--- config.mk ---
export PLATFORM = sky130hd
export DESIGN_NAME = unit_attribute_text_lexer_top
export DESIGN_NICKNAME = d
export VERILOG_FILES = /design/src/sv/uattl_pkg.sv /design/src/sv/uattl_step.sv /design/src/sv/unit_attribute_text_lexer_top.sv
export SDC_FILE = /design/constraint.sdc
export NUM_CORES = 1
export LEC_CHECK = 0
export ABC_AREA = 1
export BUFFER_PORTS_ARGS = -buffer_cell sky130_fd_sc_hd__buf_4
export CORE_UTILIZATION = 30
export DETAILED_ROUTE_END_ITERATION = 12
export PLACE_DENSITY = 0.45
export REMOVE_ABC_BUFFERS = 1
export SYNTH_ARGS = -nofsm -noshare
export SYNTH_HDL_FRONTEND = slang
export SYNTH_SLANG_ARGS = --single-unit
--- constraint.sdc ---
create_clock -name i_clk -period 2 [get_ports i_clk]
set_input_delay 0.2 -clock i_clk [delete_from_list [all_inputs] [get_ports i_clk]]
set_output_delay 0.2 -clock i_clk [all_outputs]
set_load 0.01 [all_outputs]
--- src/sv/uattl_pkg.sv ---
// Package for the unit/attribute text lexer: state and result types,
// comment-mode, role, completion and fault codes, character constants.
// No dependencies.
package uattl_pkg;

    localparam logic [7:0] CH_SLASH = 8'h2F;
    localparam logic [7:0] CH_STAR  = 8'h2A;
    localparam logic [7:0] CH_HASH  = 8'h23;
    localparam logic [7:0] CH_OPEN  = 8'h7B;
    localparam logic [7:0] CH_CLOSE = 8'h7D;
    localparam logic [7:0] CH_COLON = 8'h3A;
    localparam logic [7:0] CH_AT    = 8'h40;
    localparam logic [7:0] CH_NL    = 8'h0A;
    localparam logic [7:0] CH_SPACE = 8'h20;
    localparam logic [7:0] CH_TAB   = 8'h09;
    localparam logic [7:0] CH_CR    = 8'h0D;

    // phase bits
    localparam int PH_CLASS = 0;
    localparam int PH_SEP   = 1;
    localparam int PH_UNIT  = 2;
    localparam int PH_ATTR  = 3;
    localparam int PH_INSTR = 4;
    localparam int PH_ARG   = 5;

    // attribute side and name-seen bits
    localparam int SD_NAME  = 0;
    localparam int SD_VALUE = 1;
    localparam int NE_CLASS = 0;
    localparam int NE_UNIT  = 1;

    typedef enum logic [2:0] {
        CM_NORMAL = 3'd0,
        CM_SLASH  = 3'd1,
        CM_LINE   = 3'd2,
        CM_BLOCK  = 3'd3,
        CM_STAR   = 3'd4,
        CM_HASH   = 3'd5
    } t_cmode;

    typedef enum logic [2:0] {
        ROLE_SKIP  = 3'd0,
        ROLE_CLASS = 3'd1,
        ROLE_UNIT  = 3'd2,
        ROLE_ANAME = 3'd3,
        ROLE_AVAL  = 3'd4,
        ROLE_INSTR = 3'd5,
        ROLE_ARG   = 3'd6
    } t_role;

    typedef enum logic [1:0] {
        END_NONE  = 2'd0,
        END_NAMES = 2'd1,
        END_ATTR  = 2'd2,
        END_INSTR = 2'd3
    } t_ended;

    typedef enum logic [2:0] {
        FLT_NONE       = 3'd0,
        FLT_OPEN       = 3'd1,
        FLT_CLOSE      = 3'd2,
        FLT_SEPARATOR  = 3'd3,
        FLT_UNEXPECTED = 3'd4
    } t_fault;

    typedef struct packed {
        logic       global_scope;
        logic       unit_scope;
        logic [5:0] phase;
        logic [1:0] side;
        logic [1:0] nonempty;
        t_cmode     cmode;
        t_fault     fault;
    } t_state;

    typedef struct packed {
        t_role      role;
        logic [7:0] byte_out;
        t_ended     ended;
        t_fault     fault;
    } t_result;

    localparam t_state STATE_RESET = '{
        global_scope: 1'b0,
        unit_scope:   1'b0,
        phase:        6'd0,
        side:         2'd0,
        nonempty:     2'd0,
        cmode:        CM_NORMAL,
        fault:        FLT_NONE
    };

endpackage

--- src/sv/uattl_step.sv ---
// Lexer step: classifies one character against the current lexer state and
// gives the next state and the result item. Pure combinational logic.
// Depends on uattl_pkg.
module uattl_step (
    input  uattl_pkg::t_state  i_state,
    input  logic [7:0]         i_byte,
    output uattl_pkg::t_state  o_state,
    output uattl_pkg::t_result o_res
);
    import uattl_pkg::*;

    logic   ws;
    logic   plain;
    t_state nx;
    t_role  role;
    t_ended ended;
    t_fault fault;

    assign ws = (i_byte == CH_SPACE) || (i_byte >= CH_TAB && i_byte <= CH_CR);

    always_comb begin
        nx    = i_state;
        role  = ROLE_SKIP;
        ended = END_NONE;
        fault = FLT_NONE;
        plain = 1'b0;

        if (i_state.fault != FLT_NONE) begin
            fault = i_state.fault;
        end else begin
            unique case (i_state.cmode)
                CM_SLASH: begin
                    if (i_byte == CH_SLASH) begin
                        nx.cmode = CM_LINE;
                        // a line comment closes an open attribute
                        if (i_state.phase[PH_ATTR]) begin
                            nx.side = 2'b01;
                            ended   = END_ATTR;
                        end
                    end else if (i_byte == CH_STAR) begin
                        nx.cmode = CM_BLOCK;
                    end else begin
                        nx.cmode = CM_NORMAL;
                    end
                end
                CM_LINE: begin
                    if (i_byte == CH_NL) nx.cmode = CM_NORMAL;
                end
                CM_BLOCK: begin
                    if (i_byte == CH_STAR) nx.cmode = CM_STAR;
                end
                CM_STAR: begin
                    if (i_byte == CH_SLASH) nx.cmode = CM_NORMAL;
                    else if (i_byte != CH_STAR) nx.cmode = CM_BLOCK;
                end
                CM_HASH: begin
                    // the closing newline is handled as text in the same step
                    if (i_byte == CH_NL) begin
                        nx.cmode = CM_NORMAL;
                        plain    = 1'b1;
                    end
                end
                default: begin
                    nx.cmode = CM_NORMAL;
                    plain    = 1'b1;
                end
            endcase

            if (plain) begin
                if (i_byte == CH_SLASH) begin
                    nx.cmode = CM_SLASH;
                end else if (i_byte == CH_HASH) begin
                    nx.cmode = CM_HASH;
                end else if (i_byte == CH_OPEN) begin
                    if (!i_state.global_scope) begin
                        nx.global_scope    = 1'b1;
                        nx.phase[PH_CLASS] = 1'b1;
                    end else if (!i_state.unit_scope) begin
                        nx.unit_scope      = 1'b1;
                        nx.phase[PH_ATTR]  = 1'b1;
                        nx.side[SD_NAME]   = 1'b1;
                    end else begin
                        fault = FLT_OPEN;
                    end
                end else if (i_byte == CH_CLOSE) begin
                    if (i_state.unit_scope) begin
                        nx.unit_scope      = 1'b0;
                        nx.phase[PH_ATTR]  = 1'b0;
                        nx.phase[PH_CLASS] = 1'b1;
                        nx.side[SD_VALUE]  = 1'b0;
                        nx.nonempty        = 2'b00;
                    end else if (i_state.global_scope) begin
                        nx.global_scope = 1'b0;
                    end else begin
                        fault = FLT_CLOSE;
                    end
                end else if (i_state.phase[PH_CLASS]) begin
                    if (ws && !i_state.nonempty[NE_CLASS]) begin
                        // leading blanks
                    end else if (ws || i_byte == CH_COLON) begin
                        nx.phase[PH_CLASS] = 1'b0;
                        if (i_byte == CH_COLON) nx.phase[PH_UNIT] = 1'b1;
                        else                    nx.phase[PH_SEP]  = 1'b1;
                    end else begin
                        nx.nonempty[NE_CLASS] = 1'b1;
                        role = ROLE_CLASS;
                    end
                end else if (i_state.phase[PH_SEP]) begin
                    if (ws) begin
                        // blanks before the colon
                    end else if (i_byte == CH_COLON) begin
                        nx.phase[PH_SEP]  = 1'b0;
                        nx.phase[PH_UNIT] = 1'b1;
                    end else begin
                        fault = FLT_SEPARATOR;
                    end
                end else if (i_state.phase[PH_UNIT]) begin
                    if (ws && !i_state.nonempty[NE_UNIT]) begin
                        // leading blanks
                    end else if (ws) begin
                        nx.phase[PH_UNIT] = 1'b0;
                        ended = END_NAMES;
                    end else begin
                        nx.nonempty[NE_UNIT] = 1'b1;
                        role = ROLE_UNIT;
                    end
                end else if (i_state.phase[PH_ATTR]) begin
                    if (i_state.side[SD_NAME] && i_byte == CH_AT) begin
                        nx.phase[PH_ATTR]  = 1'b0;
                        nx.phase[PH_INSTR] = 1'b1;
                    end else if (i_byte == CH_COLON) begin
                        nx.side = 2'b10;
                    end else if (i_byte == CH_NL && i_state.side[SD_VALUE]) begin
                        nx.side = 2'b01;
                        ended   = END_ATTR;
                    end else if (!ws) begin
                        role = i_state.side[SD_NAME] ? ROLE_ANAME : ROLE_AVAL;
                    end
                end else if (i_state.phase[PH_INSTR]) begin
                    if (ws) begin
                        nx.phase[PH_INSTR] = 1'b0;
                        nx.phase[PH_ARG]   = 1'b1;
                    end else begin
                        role = ROLE_INSTR;
                    end
                end else if (i_state.phase[PH_ARG]) begin
                    if (i_byte == CH_NL) begin
                        nx.phase[PH_ARG]  = 1'b0;
                        nx.phase[PH_ATTR] = 1'b1;
                        nx.side           = 2'b01;
                        ended             = END_INSTR;
                    end else begin
                        role = ROLE_ARG;
                    end
                end else if (!ws) begin
                    fault = FLT_UNEXPECTED;
                end
            end

            if (fault != FLT_NONE) begin
                nx.fault = fault;
                role     = ROLE_SKIP;
                ended    = END_NONE;
            end
        end
    end

    assign o_state        = nx;
    assign o_res.role     = role;
    assign o_res.byte_out = i_byte;
    assign o_res.ended    = ended;
    assign o_res.fault    = fault;

endmodule

--- src/sv/unit_attribute_text_lexer_top.sv ---
// Top level of the unit/attribute text lexer: input register, lexer state,
// result register and stream handshakes. Depends on uattl_pkg, uattl_step.
//
// Channel   Dir  Item                        tdata / tuser
// s_axis    in   one text character          tdata[7:0] text_byte
// m_axis    out  tagged character            tdata[7:0] byte_out, [9:8] ended,
//                                            [12:10] fault, [15:13] zero;
//                                            tuser[2:0] role
//
// One item per cycle sustained while m_axis is ready; an accepted item passes
// through the input register, then the lexer step into the result register.
// The lexer state is updated as an item moves into the result register.
// A stall on m_axis holds the result; one more item waits in the input
// register, after which s_axis_tready drops.
// Reset (i_rst_n low, synchronous) empties both registers and clears state.
module unit_attribute_text_lexer_top (
    input  logic        i_clk,
    input  logic        i_rst_n,
    input  logic        s_axis_tvalid,
    output logic        s_axis_tready,
    input  logic [7:0]  s_axis_tdata,   // [7:0] text_byte
    output logic        m_axis_tvalid,
    input  logic        m_axis_tready,
    output logic [15:0] m_axis_tdata,   // [7:0] byte_out, [9:8] ended, [12:10] fault
    output logic [2:0]  m_axis_tuser    // [2:0] role
);
    import uattl_pkg::*;

    logic       r_in_valid;
    logic [7:0] r_in_byte;
    logic       r_out_valid;
    t_result    r_out;
    t_state     r_state;

    t_state     n_state;
    t_result    n_out;
    logic       advance;

    uattl_step u_step (
        .i_state (r_state),
        .i_byte  (r_in_byte),
        .o_state (n_state),
        .o_res   (n_out)
    );

    assign advance       = r_in_valid && (!r_out_valid || m_axis_tready);
    assign s_axis_tready = !r_in_valid || advance;

    always_ff @(posedge i_clk) begin
        if (!i_rst_n) begin
            r_in_valid  <= 1'b0;
            r_out_valid <= 1'b0;
            r_state     <= STATE_RESET;
        end else begin
            if (s_axis_tready) r_in_valid <= s_axis_tvalid;
            if (advance) begin
                r_out_valid <= 1'b1;
                r_state     <= n_state;
            end else if (m_axis_tready) begin
                r_out_valid <= 1'b0;
            end
        end
    end

    always_ff @(posedge i_clk) begin
        if (s_axis_tready && s_axis_tvalid) r_in_byte <= s_axis_tdata;
        if (advance) r_out <= n_out;
    end

    assign m_axis_tvalid = r_out_valid;
    assign m_axis_tdata  = {3'b000, r_out.fault, r_out.ended, r_out.byte_out};
    assign m_axis_tuser  = r_out.role;

    // once a fault is stored the lexer state is frozen
    a_fault_freeze: assert property (@(posedge i_clk) disable iff (!i_rst_n)
        (r_state.fault != FLT_NONE) |=> $stable(r_state))
        else $error("lexer state changed after a fault");

    // a faulting item carries no role and no completion mark
    a_fault_clean: assert property (@(posedge i_clk) disable iff (!i_rst_n)
        (r_out_valid && r_out.fault != FLT_NONE) |->
            (r_out.role == ROLE_SKIP && r_out.ended == END_NONE))
        else $error("faulting item carries a role or completion");

    // state only moves when an item passes into the result register
    a_state_hold: assert property (@(posedge i_clk) disable iff (!i_rst_n)
        !advance |=> $stable(r_state))
        else $error("lexer state changed without an item");

    // back-pressure on the input only while the input register is occupied
    a_ready: assert property (@(posedge i_clk) disable iff (!i_rst_n)
        !s_axis_tready |-> (r_in_valid && r_out_valid && !m_axis_tready))
        else $error("input stalled without cause");

endmodule

==> results of run 1 <==
path summary, 6_finish.rpt:
check                           slack [ps]               startpoint                          to
worst max-delay path                   140   r_in_byte[1]$_DFFE_PP_  m_axis_tdata[10]$_DFFE_PP_
worst min register to register         460  r_state[7]$_SDFFE_PN0P_     r_state[7]$_SDFFE_PN0P_
worst min-delay path                    70          s_axis_tdata[3]      r_in_byte[3]$_DFFE_PP_
worst max register to register         140   r_in_byte[1]$_DFFE_PP_  m_axis_tdata[10]$_DFFE_PP_
registers in the layout, indices dropped and copies added (netlist names):
name and flops:
r_state 18, m_axis_tuser 3, m_axis_tdata 13, r_in_byte 8, r_in_valid 1, m_axis_tvalid 1
cell families (layout without fill, tap and decap cells):
group / after synthesis / in the layout / share of synthesized area [%]
compound gates: 49 / 49 / 11.7
buf+inv: 54 / 106 / 8.82
flops: 44 / 44 / 45.4
other cells: 1 / 3 / 0.152
simple gates: 182 / 182 / 34.0
metrics by stage:
step	utilization (%)	cell area, um^2	TNS, ps
finish	39.4	3100	0
global route	39.4	3100	-53.5
CTS	38.6	3030	0
detailed placement	37.1	2910	-428
global placement	37.1	2910	-360
floorplan	-	2440	0
worst max-delay path, delay by kind of cell, from the launching register on:
family / cells / cell delay [ps]
flip-flops: 1 / 500
AND/OR/NAND/NOR: 5 / 600
AO/OA/AOI/OAI: 2 / 290
buffers and inverters: 2 / 220
layer usage:
layer  share of wire (%)  vias up
met4                 1.5        0
met3                 3.9        9
met1                  51     1054
li1                    -     1180
met5                   0        -
met2                  43       50
cell usage in the layout (no fill, tap or decap), types with 2 or more instances in the layout:
| master | count |
|---|---|
| conb_1 | 3 |
| o211ai_1 | 3 |
| nor2_2 | 4 |
| nand2_4 | 2 |
| o21ai_1 | 2 |
| buf_4 | 51 |
| inv_1 | 41 |
| nand3_1 | 27 |
| o21bai_1 | 2 |
| o21ai_0 | 14 |
| nand2_2 | 6 |
| o21ai_2 | 2 |
| nand4_1 | 4 |
| nor4_1 | 2 |
| a211oi_1 | 2 |
| dfxtp_1 | 20 |
| a31oi_1 | 2 |
| nand2_1 | 76 |
| nor3_1 | 7 |
| nor2_1 | 46 |
| nor2_8 | 2 |
| nor2_4 | 3 |
| edfxtp_1 | 24 |
| a21oi_1 | 17 |
| inv_2 | 4 |
| clkbuf_8 | 5 |
| inv_4 | 2 |
power by group:
group,switching [uW],internal [uW]
Combinational,263,173
Clock,318,370
Sequential,30.3,1010
cell usage after synthesis, drive strengths merged:
master   n  share of area (%)
a21oi   18                3.8
o21ai   18                3.8
buf      4                1.1
o21bai   3                1.1
dfxtp   20                 16
a22oi    1               0.30
a31oi    2               0.51
conb     1               0.15
a21boi   1               0.30
o211ai   3               0.91
clkbuf   3               0.46
nand4    4                1.0
inv     47                7.2
a211oi   2               0.61
nor2    55                 11
nand3   28                5.7
nor3     9                2.3
a41oi    1               0.35
nor4     2               0.51
nand2   84                 14
edfxtp  24                 29
area by class of cell:
type | count | area (um^2)
clock buffer | 5 | 68.8
timing repair buffer | 51 | 383
clock inverter | 3 | 42.5
multi-input combinational | 234 | 1170
tap | 102 | 128
fill | 849 | 4750
inverter | 47 | 181
sequential | 44 | 1120
timing repair:
| action | 4_1_cts | 5_1_grt |
|---|---|---|
| pin swaps | 0 | 2 |
| hold endpoints to repair | 0 | 0 |
| endpoints found under the setup margin | 5 | 16 |
| resized for setup | 3 | 11 |
| buffers inserted | 0 | 5 |
==> reports/metrics.cfg, run 1 <==
[placed_design]
dp_hpwl_mm=4.91
pre_cts_ws_ps=-98.9
gp_congestion=0.893
numPortBuffers=29
place_inst=473

[route]
vias=2293
drcViolationCount=0
drt-initial-drc-count=147
via_per_inst=4.72
drtPass1Iterations=5
wire_per_inst_um=12.8
totalWireLength_mm=6.22
ant_nets=0

[global_routing]
grt_pass1_wl_mm=10.2
grt.total_usage_pct=15.4
overflow=0
use_met1_pct=22.2
grt_max_degree=18
met2_usage_pct=23.4
grt_use_met3_pct=2.79
antenna_found_initial=0
grt_pass1_vias=2068
busiest_layer=met2

[clock_network]
cts.sinks=44
root_buffer=clkbuf_8
cts.clk_slew.worst_paths_ps=90
cts_tree=built
cts_buffers=5
ctsHoldBuffers=0
clockBufferDepth=2
htreeDepth=2
clock_latency_ps=300

[sta]
finalHoldViolations=0
timing.hold.ws_ps=67.9
tightest_slew_ps=635
max_freq_mhz=539
relSlewSlack_pct=57.6
finalSetupViolCount=0
fin_skew_ps=9.76
min_period_ps=1860
rsz0062_at_grt=yes
setup_slack_ps=143
slew_violations=0
min_period_over_period_pct=92.8

[floorplanning]
fp.dieH_um=92.7
io_pins=33
die_w_um=92.7
fp.coreArea_um2=7850
rows=32
initial_core_util_pct=31.5
die_area_um2=8600

[final_layout]
drive_gt1_share_pct=22.9
nets=395
stdcell_count=486
syn_to_final_growth_pct=25.4
n_antenna_cell=0

[synthesis]
synth-seq-area-share_pct=45.4
netlist_area_um2=2470
syn_inst=330
synth_cell_types=33
yosysWarnings=0
ys_seq_elements=44
avgSynthCellArea_um2=7.48

[run]
maxCapViolations=0

[critical_path]
critPathLaunchType=flip-flop
max_stage_delay_ps=500
crit_path_top_delay_cell=edfxtp_1
r2r_cells=9
crit_arrival_ps=1910
cp_max_fo=5
crit_path_end_kind=flip-flop
crit_top_cell=nor2_1
critPathRequiredTime_ps=2050
critical_path_class=flip-flop to flip-flop
path_cells=nor2_1, inv_1, nor2_1, nand2_1, nand3_2, nor3_1, o21ai_2, buf_4, o21bai_1

[power]
power_density_nw_per_um2=699
fin_total_pwr_uw=2160
leakage_uw=0.00139
vdd_drop_max_mv=0.249

[run_status]
outcome=complete, no violations

[hold_path]
min_path_cells=1
min_path_type=input port to flip-flop

(Power assumes the default switching activity.)
==> run 2: changes to the inputs <==
--- a/config.mk
+++ b/config.mk
@@ -7,6 +7,7 @@
 export LEC_CHECK = 0
 export ABC_AREA = 1
 export BUFFER_PORTS_ARGS = -buffer_cell sky130_fd_sc_hd__buf_4
+export CORE_ASPECT_RATIO = 0.8
 export CORE_UTILIZATION = 30
 export DETAILED_ROUTE_END_ITERATION = 12
 export PLACE_DENSITY = 0.45
==> run 2 against run 1 <==
Net effect: utilization grew 0.83 points; final area grew 3.4%; worst setup slack lost 35 ps; wire length grew 1.6%; via count is essentially flat; die area is essentially flat; fmax shrank 1.8%; flip-flop and latch count is the same; critical path depth grew 3; hold slack gained 5.3 ps; critical path type unchanged; largest power group unchanged.
==> reports/metrics.cfg, run 2 (synthesized netlist as in run 1, its figures left out) <==
[power]
leakage_uw=0.00142
vdd_drop_max_mv=0.254
power_density_nw_per_um2=652

[route]
drcViolationCount=0
ant_nets=0
via_per_inst=4.57
vias=2292
wire_per_inst_um=12.6
drtPass1Iterations=4
drt-initial-drc-count=160
totalWireLength_mm=6.32

[final_layout]
utilization_pct=40.3
multi_input_area_um2=1220
nets=404
syn_to_final_growth_pct=29.7
nFillCells=823
seq_area_um2=1120
layout_common_cells=nand2_1 (71), buf_4 (60), nor2_1 (42), inv_1 (37), nand3_1 (25)
final_common_cell=nand2_1
drive_gt1_share_pct=29.3
regMostFlops=r_state
n_antenna_cell=0
largest_reg_flops=18

[critical_path]
r2r_start=r_in_byte[3]$_DFFE_PP_
startpoint=r_in_byte[3]$_DFFE_PP_
critPathLaunchType=flip-flop
critPathRequiredTime_ps=2200
crit_path_end_kind=flip-flop
critical_path.top_delay_family=simple AND/OR/NAND/NOR gates
max_stage_delay_ps=430
path_cells=buf_4, nand2_2, inv_1, o211ai_1, buf_4, nand2_4, nor2_8, inv_4, nor2_8, nand2_4, o21ai_1, nor2_1
critical_path_class=flip-flop to flip-flop
r2r_setup_slack_ps=110
cp_max_fo=6
crit_arrival_ps=2090
r2r_cells=12
crit_path_top_delay_cell=edfxtp_1
crit_buf_inv=4
timing.rr.end=r_state[15]$_SDFFE_PN0P_

[clock_network]
cts_tree=built
clock_latency_ps=300
cts_buffers=5
cts.sinks=44
clockBufferDepth=2
root_buffer=clkbuf_8
cts.clk_slew.worst_paths_ps=80
htreeDepth=2

[sta]
finalHoldViolations=0
rsz0062_at_grt=yes
relSlewSlack_pct=56.5
tightest_slew_ps=651
min_period_ps=1890
finalSetupViolCount=0
setup_slack_ps=108
fin_skew_ps=5.66
max_freq_mhz=529
slew_violations=0
min_period_over_period_pct=94.6

[floorplanning]
die_w_um=103
die_area_um2=8600
initial_core_util_pct=31.1
fp.coreArea_um2=7950
io_pins=33
rows=29
fp.dieH_um=83.1

[placed_design]
gp_congestion=0.898
dp_hpwl_mm=4.90
numPortBuffers=29
pre_cts_ws_ps=-10.3

[hold_path]
whs_endpoint=r_in_byte[7]$_DFFE_PP_
hp-start=s_axis_tdata[7]
min_path_type=input port to flip-flop
min_path_cells=1

[global_routing]
grt_max_degree=18
overflow=0
grt_pass1_vias=2068
antenna_found_initial=0
grt.total_usage_pct=15.7
grt_pass1_wl_mm=10.3

[run]
maxCapViolations=0

[run_status]
outcome=complete, no violations

run 2: how the worst max path moves through the flow:
stage                                          endpoint  slack [ps]  cells after the start
after floorplan           m_axis_tuser[0]$_SDFFCE_PP0P_         200                     10
after global placement    m_axis_tuser[1]$_SDFFCE_PP0P_         -40                      8
after detailed placement  m_axis_tuser[1]$_SDFFCE_PP0P_         -10                      8
after CTS                      r_state[15]$_SDFFE_PN0P_           4                     10
after global routing      m_axis_tuser[1]$_SDFFCE_PP0P_         -30                     10
final                          r_state[15]$_SDFFE_PN0P_         110                     12
run 2: repair_timing:
item / 4_1_cts / 5_1_grt
endpoints found under the hold margin: 0 / 0
pin swaps: 1 / 16
setup buffers: 0 / 12
setup endpoints to repair: 5 / 14
hold buffers: 0 / 0
resized for setup: 1 / 32
run 2: per-layer routing:
metal,vias to the layer above,GRT usage [%],share of wire [%]
met2,64,20.8,40
met1,1027,25.2,54
met5,-,0,0
met3,7,3.45,5.6
met4,0,3.84,0.89
li1,1194,-,-
run 2: layout make-up:
cell class                      count  share of cell area (%)
Tap cell                          108                    4.22
Clock inverter                      1                   0.235
Timing Repair Buffer               60                    14.1
Sequential cell                    44                    35.0
Multi-Input combinational cell    234                    38.1
Clock buffer                        7                    2.70
Inverter                           47                    5.67
run 2: worst register-to-register path: cells and delay by family (launching register included):
| kind | cells | cell delay (ps) |
|---|---|---|
| and+or+nand+nor | 6 | 590 |
| buffers and inverters | 4 | 470 |
| DFF | 1 | 430 |
| AOI/OAI and AO/OA | 2 | 300 |
run 2: power breakdown:
part	switching [uW]	leakage, uW	total, uW	internal, uW
sequential	27.4	0.000394	1030	1010
clock	303	0.0000445	584	281
combinational	281	0.000977	468	187
total	612	0.00142	2090	1480
run 2: through the flow:
step	TNS [ps]	instances	area, um^2	hold WS (ps)	total power [uW]
5_1_grt	-54.6	501	3200	60.0	2220
6_report	0	501	3200	73.2	2090
4_1_cts	0	489	3030	68.8	2070
2_1_floorplan	0	325	2440	299	1320
3_3_place_gp	-132	481	2930	378	1480
3_5_place_dp	-27.5	481	2930	379	1470
